--- src/rtl/apq_pkg.sv ---
// shared types and codes for the ascending priority queue
package apq_pkg;

    // operation codes carried on cmd
    localparam logic CMD_INSERT = 1'b0;
    localparam logic CMD_REMOVE = 1'b1;

    // result status codes
    typedef enum logic [1:0] {
        ST_OK    = 2'd0,
        ST_FULL  = 2'd1,
        ST_EMPTY = 2'd2
    } apq_status_t;

    localparam int KEY_W = 32;
    localparam int OCC_W = 5;

    // commands from controller to datapath
    typedef struct packed {
        logic load;   // capture the incoming item
        logic exec;   // apply the captured item and load the result register
    } apq_ctrl_t;

endpackage

--- src/rtl/apq_datapath.sv ---
// sorted key row, parallel compare and shift, item and result registers
module apq_datapath
    import apq_pkg::*;
#(
    parameter int DEPTH = 16
)
(
    input  logic                    clk,
    input  logic                    rst_n,
    input  apq_ctrl_t               ctrl,
    input  logic                    cmd,
    input  logic signed [KEY_W-1:0] key,
    output logic signed [KEY_W-1:0] min_value,
    output logic [1:0]              status,
    output logic [OCC_W-1:0]        occupancy
);

    localparam int CNT_W = $clog2(DEPTH + 1);

    logic                    cmd_reg;
    logic signed [KEY_W-1:0] key_reg;
    logic [CNT_W-1:0]        count_reg;
    logic [CNT_W-1:0]        count_next;
    logic signed [KEY_W-1:0] slot_reg [DEPTH];
    logic signed [KEY_W-1:0] slot_next [DEPTH];
    logic signed [KEY_W-1:0] min_value_reg;
    logic signed [KEY_W-1:0] min_value_next;
    logic [1:0]              status_reg;
    logic [1:0]              status_next;
    logic [OCC_W-1:0]        occupancy_reg;
    logic [CNT_W+OCC_W-1:0]  occ_wide;
    logic [DEPTH-1:0]        le;
    logic                    full;
    logic                    empty;
    logic                    do_insert;
    logic                    do_remove;

    assign full      = (count_reg == CNT_W'(DEPTH));
    assign empty     = (count_reg == '0);
    assign do_insert = (cmd_reg == CMD_INSERT) && !full;
    assign do_remove = (cmd_reg == CMD_REMOVE) && !empty;

    // per slot: stored key is valid and not greater than the new key
    for (genvar i = 0; i < DEPTH; i++) begin : g_slot
        assign le[i] = (CNT_W'(i) < count_reg) && (slot_reg[i] <= key_reg);

        if (i == 0) begin : g_head
            assign slot_next[i] = do_remove ? slot_reg[(DEPTH > 1) ? 1 : 0] :
                                  (le[i] ? slot_reg[i] : key_reg);
        end else if (i == DEPTH - 1) begin : g_tail
            assign slot_next[i] = do_remove ? slot_reg[i] :
                                  (le[i] ? slot_reg[i] :
                                  (le[i-1] ? key_reg : slot_reg[i-1]));
        end else begin : g_mid
            assign slot_next[i] = do_remove ? slot_reg[i+1] :
                                  (le[i] ? slot_reg[i] :
                                  (le[i-1] ? key_reg : slot_reg[i-1]));
        end
    end

    always_comb
    begin
        count_next     = count_reg;
        min_value_next = '0;
        status_next    = ST_OK;
        if (cmd_reg == CMD_INSERT)
        begin
            if (full)
                status_next = ST_FULL;
            else
                count_next = count_reg + CNT_W'(1);
        end
        else
        begin
            if (empty)
                status_next = ST_EMPTY;
            else
            begin
                min_value_next = slot_reg[0];
                count_next     = count_reg - CNT_W'(1);
            end
        end
    end

    assign occ_wide = {{OCC_W{1'b0}}, count_next};

    always_ff @(posedge clk or negedge rst_n)
    begin
        if (!rst_n)
            count_reg <= '0;
        else if (ctrl.exec)
            count_reg <= count_next;
    end

    always_ff @(posedge clk)
    begin
        if (ctrl.load)
        begin
            cmd_reg <= cmd;
            key_reg <= key;
        end
        if (ctrl.exec)
        begin
            min_value_reg <= min_value_next;
            status_reg    <= status_next;
            occupancy_reg <= occ_wide[OCC_W-1:0];
            if (do_insert || do_remove)
                slot_reg <= slot_next;
        end
    end

    assign min_value = min_value_reg;
    assign status    = status_reg;
    assign occupancy = occupancy_reg;

endmodule

--- src/rtl/apq_controller.sv ---
// handshake control for the ascending priority queue
module apq_controller
    import apq_pkg::*;
(
    input  logic      clk,
    input  logic      rst_n,
    input  logic      in_valid,
    output logic      in_stall,
    output logic      out_valid,
    input  logic      out_stall,
    output apq_ctrl_t ctrl
);

    typedef enum logic [1:0] {
        S_IDLE = 2'b01,
        S_EXEC = 2'b10
    } apq_state_t;

    apq_state_t state_reg;
    apq_state_t state_next;
    logic       out_valid_reg;
    logic       out_valid_next;
    logic       accept;

    // accept only when idle and the output register is empty or draining this cycle
    assign in_stall = (state_reg != S_IDLE) || (out_valid_reg && out_stall);
    assign accept   = in_valid && !in_stall;

    always_comb
    begin
        state_next     = state_reg;
        out_valid_next = out_valid_reg && out_stall;
        unique case (state_reg)
            S_IDLE:
            begin
                if (accept)
                    state_next = S_EXEC;
            end
            S_EXEC:
            begin
                state_next     = S_IDLE;
                out_valid_next = 1'b1;
            end
            default:
            begin
                state_next = S_IDLE;
            end
        endcase
    end

    always_ff @(posedge clk or negedge rst_n)
    begin
        if (!rst_n)
        begin
            state_reg     <= S_IDLE;
            out_valid_reg <= 1'b0;
        end
        else
        begin
            state_reg     <= state_next;
            out_valid_reg <= out_valid_next;
        end
    end

    assign ctrl.load = accept;
    assign ctrl.exec = (state_reg == S_EXEC);
    assign out_valid = out_valid_reg;

`ifndef SYNTHESIS
    a_accept_exec: assert property (@(posedge clk) disable iff (!rst_n)
        accept |=> (state_reg == S_EXEC))
        else $error("accepted item not executed next cycle");

    a_exec_free: assert property (@(posedge clk) disable iff (!rst_n)
        (state_reg == S_EXEC) |-> !out_valid_reg)
        else $error("result register still full during execute");

    a_exec_result: assert property (@(posedge clk) disable iff (!rst_n)
        (state_reg == S_EXEC) |=> (out_valid_reg && state_reg == S_IDLE))
        else $error("execute did not present a result");
`endif

endmodule

--- src/rtl/ascending_priority_queue_unit.sv ---
// top level of the ascending priority queue unit
// ascending priority queue of signed 32-bit keys held in a sorted row of
// DEPTH registers. cmd 0 inserts key after every stored key less than or
// equal to it (equal keys leave in arrival order); cmd 1 removes and returns
// the smallest key. every item gives one result: min_value (removed key, or
// zero), status (ok, full on a rejected insert, empty on a remove from an
// empty queue) and occupancy (count after the operation, low 5 bits).
// an item is first captured; then, in the execute state, every slot
// compares against the key in parallel and the row shifts up or down in a
// single step, loading the result register. no new item is taken while one
// executes or while a held result is stalled; the result register lets the
// next item be accepted in the same cycle its predecessor's result is taken.
// slot contents need no reset; only the count and control are cleared.
module ascending_priority_queue_unit
    import apq_pkg::*;
#(
    parameter int DEPTH = 16
)
(
    input  logic                    clk,
    input  logic                    rst_n,
    // input item channel
    input  logic                    in_valid,
    output logic                    in_stall,
    input  logic                    cmd,
    input  logic signed [KEY_W-1:0] key,
    // result item channel
    output logic                    out_valid,
    input  logic                    out_stall,
    output logic signed [KEY_W-1:0] min_value,
    output logic [1:0]              status,
    output logic [OCC_W-1:0]        occupancy
);

    // capture and execute commands
    apq_ctrl_t ctrl;

    // handshakes and sequencing
    apq_controller u_ctrl (
        .clk       (clk),
        .rst_n     (rst_n),
        .in_valid  (in_valid),
        .in_stall  (in_stall),
        .out_valid (out_valid),
        .out_stall (out_stall),
        .ctrl      (ctrl)
    );

    // sorted key row with parallel compare, count and result register
    apq_datapath #(
        .DEPTH (DEPTH)
    ) u_dp (
        .clk       (clk),
        .rst_n     (rst_n),
        .ctrl      (ctrl),
        .cmd       (cmd),
        .key       (key),
        .min_value (min_value),
        .status    (status),
        .occupancy (occupancy)
    );

endmodule
--- config.mk ---
export PLATFORM = sky130hd
export DESIGN_NAME = ascending_priority_queue_unit
export DESIGN_NICKNAME = d
export VERILOG_FILES = /design/src/rtl/apq_pkg.sv /design/src/rtl/apq_datapath.sv /design/src/rtl/apq_controller.sv /design/src/rtl/ascending_priority_queue_unit.sv
export SDC_FILE = /design/constraint.sdc
export NUM_CORES = 2
export LEC_CHECK = 0
export BUFFER_PORTS_ARGS = -buffer_cell sky130_fd_sc_hd__clkbuf_2
export CORE_ASPECT_RATIO = 0.75
export CORE_MARGIN = 4
export CORE_UTILIZATION = 50
export CTS_BUF_LIST = sky130_fd_sc_hd__clkbuf_4 sky130_fd_sc_hd__clkbuf_8
export DETAILED_ROUTE_END_ITERATION = 10
export PLACE_DENSITY = 0.66
export SYNTH_ARGS = -nofsm -noshare
export SYNTH_HDL_FRONTEND = slang
export SYNTH_SLANG_ARGS = --single-unit
--- constraint.sdc ---
create_clock -name clk -period 14.8 [get_ports clk]
set_input_delay 2.22 -clock clk [delete_from_list [all_inputs] [get_ports clk]]
set_output_delay 2.22 -clock clk [all_outputs]
set_load 0.05 [all_outputs]
==> flow_metrics.tcl <==
set metrics [dict create \
    status "completed" \
    swShare_pct 39.5 \
    drive_above_1_share_pct 9.24 \
    die_height_microns 251 \
    cts_max_level 3 \
    ys_async_sr_fraction_pct 1.35 \
    crit_fanout 65 \
    fillers 6812 \
    syn_to_final_growth_pct 8.12 \
    die-area_sq_um 83300 \
    hp-start "u_ctrl.out_valid$_DFF_PN0_" \
    drv_cap 0 \
    finalMaxSlewViolations 0 \
    start_util_pct 50.8 \
    routabilityCongestion 0.974 \
    synthDistinctLibCells 68 \
    crit_family "simple AND/OR/NAND/NOR gates" \
    clockBufferDepth 3 \
    synth.avg_cell_area_sq_um 10.2 \
    required_ps 15160 \
    hold_ws_ps 509 \
    power_density_nw_per_um2 144 \
    die_w_microns 332 \
    grt_pass1_wl_mm 181 \
    dr.pass1.iters 6 \
    synth_edf_count 584 \
    cp_slowest_cell "nor2_4" \
    ios 78 \
    vias_per_cell 6.36 \
    finalWorstSetupSlack_ps 9560 \
    ys_seq_elements 592 \
    drt-total-wl_mm 119 \
    crit_path_end_kind "flip-flop" \
    intPower_mw 3.70 \
    synth_ff_type "edfxtp_1" \
    min_to "u_ctrl.out_valid$_DFF_PN0_" \
    relSlewSlack_pct 21.9 \
    min_period_ps 5240 \
    fin_worst_skew_ps 32.0 \
    clkTransAtPathRegs_ps 60 \
    worst_pin_slew_ps 1170 \
    r2r_cells 10 \
    clkPwrFrac_pct 23.3 \
    clock-sinks 592 \
    synth_seq_area_share_pct 45.1 \
    largest_reg_flops 512 \
    hold_violations 0 \
    ir_drop_mv 0.119 \
    grt_overflow 0 \
    grt_max_degree 224 \
    hp-class "flip-flop to flip-flop" \
    antenna_found_initial 0 \
    layout_commonest_cell "nand2_1" \
    syn_inst 3858 \
    vias 31600 \
    worstPathArrival_ps 5600 \
    port_buffers 77 \
    max_freq_ghz 0.191 \
    crit_buf_inv 2 \
    clk_latency_ps 750 \
    reg2reg_from "u_dp.key_reg[30]$_DFFE_PP_" \
    core_area_sq_um 77500 \
    root_buffer "clkbuf_8" \
    post_cts_resized 0 \
    ant_nets 0 \
    netlist_area_sq_um 39400 \
    fin_nets 4414 \
    worstPathCellList "inv_1 -> ha_1 -> and3_1 -> or4b_2 -> o21ai_0 -> a211oi_1 -> a22oi_2 -> buf_4 -> nor2_1 -> nor2_4" \
    period_share_pct 35.4 \
    start_kind "flip-flop" \
    first_iter_violations 4305 \
    cts_setup_buffers 0 \
    dp_slack_ps 9680 \
    switchingPower_mw 2.42 \
    cts_hold_buf 0 \
    setup_viol 0 \
    p_leak_nw 16.5 \
    pwr-share-seq_pct 38.5 \
    rrSetupSlack_ps 9560 \
    worstSetupPathType "flip-flop to flip-flop" \
    first_global_vias 29600 \
    reg2reg_to "u_dp.slot_reg[67]$_DFFE_PP_" \
    synth_nets 4410 \
    cts_buffers 98 \
    grt_usage_pct 27.8 \
    setup-tns-final_ps 0 \
    final_cell_mix "626 x nand2_1, 584 x edfxtp_1, 515 x ha_1, 325 x a21oi_1, 258 x nand3_1" \
    rows 88 \
    cpPeakStageDelay_ps 830 \
    route.detailed.drc 0 \
    power_mw 6.11 \
    hold_depth 2 \
    ys_warn_count 0 \
    tritoncts "done" \
    wire_per_inst_microns 23.9 \
    combPwrFrac_pct 38.2 \
    rsz0062_at_grt "no" \
    post-route-util_pct 54.9 \
    dpl.hpwl_mm 88.4 \
]
[per-stage QoR]
stage / std cells / instance area, sq um
floorplan: 3858 / 39400
global placement: 4797 / 40700
detailed placement: 4797 / 40700
CTS: 4962 / 42600
global route: 4962 / 42600
finish: 4964 / 42600
[synth_stat cells (4+ instances only)]
| master | instances | area, sq um |
|---|---|---|
| a32o_1 | 4 | 40.0 |
| and2_1 | 34 | 213 |
| or4b_2 | 5 | 50.1 |
| a22oi_1 | 4 | 30.0 |
| nor2_1 | 128 | 480 |
| a21o_1 | 82 | 616 |
| and4_1 | 13 | 114 |
| o21a_1 | 5 | 37.5 |
| nor4_1 | 13 | 81.3 |
| a2111oi_0 | 10 | 87.6 |
| edfxtp_1 | 584 | 17500 |
| o211ai_1 | 241 | 1810 |
| and3_1 | 4 | 25.0 |
| a2111o_1 | 4 | 45.0 |
| o221ai_1 | 9 | 78.8 |
| o21ai_0 | 136 | 681 |
| clkbuf_1 | 165 | 619 |
| a221o_1 | 4 | 40.0 |
| buf_6 | 9 | 101 |
| a21oi_1 | 333 | 1670 |
| mux2_2 | 33 | 372 |
| dfrtp_1 | 7 | 175 |
| mux2i_1 | 161 | 1610 |
| nand4_1 | 110 | 688 |
| a211oi_1 | 16 | 120 |
| nand2b_1 | 7 | 43.8 |
| buf_1 | 32 | 120 |
| nor4bb_1 | 10 | 100 |
| nand3_1 | 258 | 1290 |
| a31oi_1 | 4 | 25.0 |
| buf_2 | 22 | 110 |
| o21ai_1 | 86 | 430 |
| ha_1 | 515 | 6440 |
| a2111oi_2 | 4 | 60.1 |
| nand2_1 | 626 | 2350 |
| nor2b_1 | 37 | 231 |
| inv_1 | 71 | 267 |
| nor3_1 | 19 | 95.1 |
[cell type report]
cell class              count  area [sq um]  share of cell area, %
clock buffers             135          1670                   3.92
repair buffers            135           833                   1.96
multi-input cells        2963         20600                   48.4
well taps                1035          1290                   3.04
inverters                  72           270                  0.635
diodes                      2          5.00                 0.0118
flip-flops and latches    592         17700                   41.7
clock inverters            30           146                  0.344
[worst max path at each step]
| stage | from | to | depth (start not counted) |
|---|---|---|---|
| CTS | u_dp.key_reg[30]$_DFFE_PP_ | u_dp.slot_reg[390]$_DFFE_PP_ | 9 |
| global placement | out_stall | in_stall | 4 |
| detailed placement | u_dp.key_reg[30]$_DFFE_PP_ | u_dp.slot_reg[393]$_DFFE_PP_ | 9 |
| floorplan | u_dp.key_reg[21]$_DFFE_PP_ | u_dp.slot_reg[100]$_DFFE_PP_ | 11 |
| finish | u_dp.key_reg[30]$_DFFE_PP_ | u_dp.slot_reg[67]$_DFFE_PP_ | 10 |
| global route | u_dp.key_reg[31]$_DFFE_PP_ | u_dp.slot_reg[390]$_DFFE_PP_ | 9 |
[routing by layer]
metal | routed length (microns) | GRT usage [%]
met1 | 58000 | 46.2
met2 | 44900 | 36.3
met3 | 12700 | 4.64
met4 | 3130 | 7.77
met5 | 0 | 0
[worst min-delay path, cell delays in order, from the launching register on]
cell and delay (ps):
dfrtp_1 350, nand2_1 70, nand2_1 60
[power groups by stage]
| stage | logic, mW | clock network (mW) | registers (mW) |
|---|---|---|---|
| finish | 2.34 | 1.43 | 2.35 |
| global route | 2.58 | 1.52 | 2.37 |
| CTS | 2.29 | 1.44 | 2.34 |
| detailed placement | 2.28 | 0 | 2.38 |
| global placement | 2.22 | 0 | 2.37 |
| floorplan | 1.70 | 0 | 2.33 |
[cell families after synthesis]
| family | count (synthesis) | synth area share (%) |
|---|---|---|
| adder cells (fa/ha/maj) | 515 | 16.4 |
| multiplexers | 194 | 5.04 |
| XOR/XNOR | 2 | 0.0445 |
| flip-flops | 592 | 45.1 |
| AO/OA/AOI/OAI | 967 | 15.3 |
| buffers and inverters | 303 | 3.16 |
| AND/OR/NAND/NOR | 1285 | 15.1 |
Note: power is estimated with default switching activity, not from simulation.
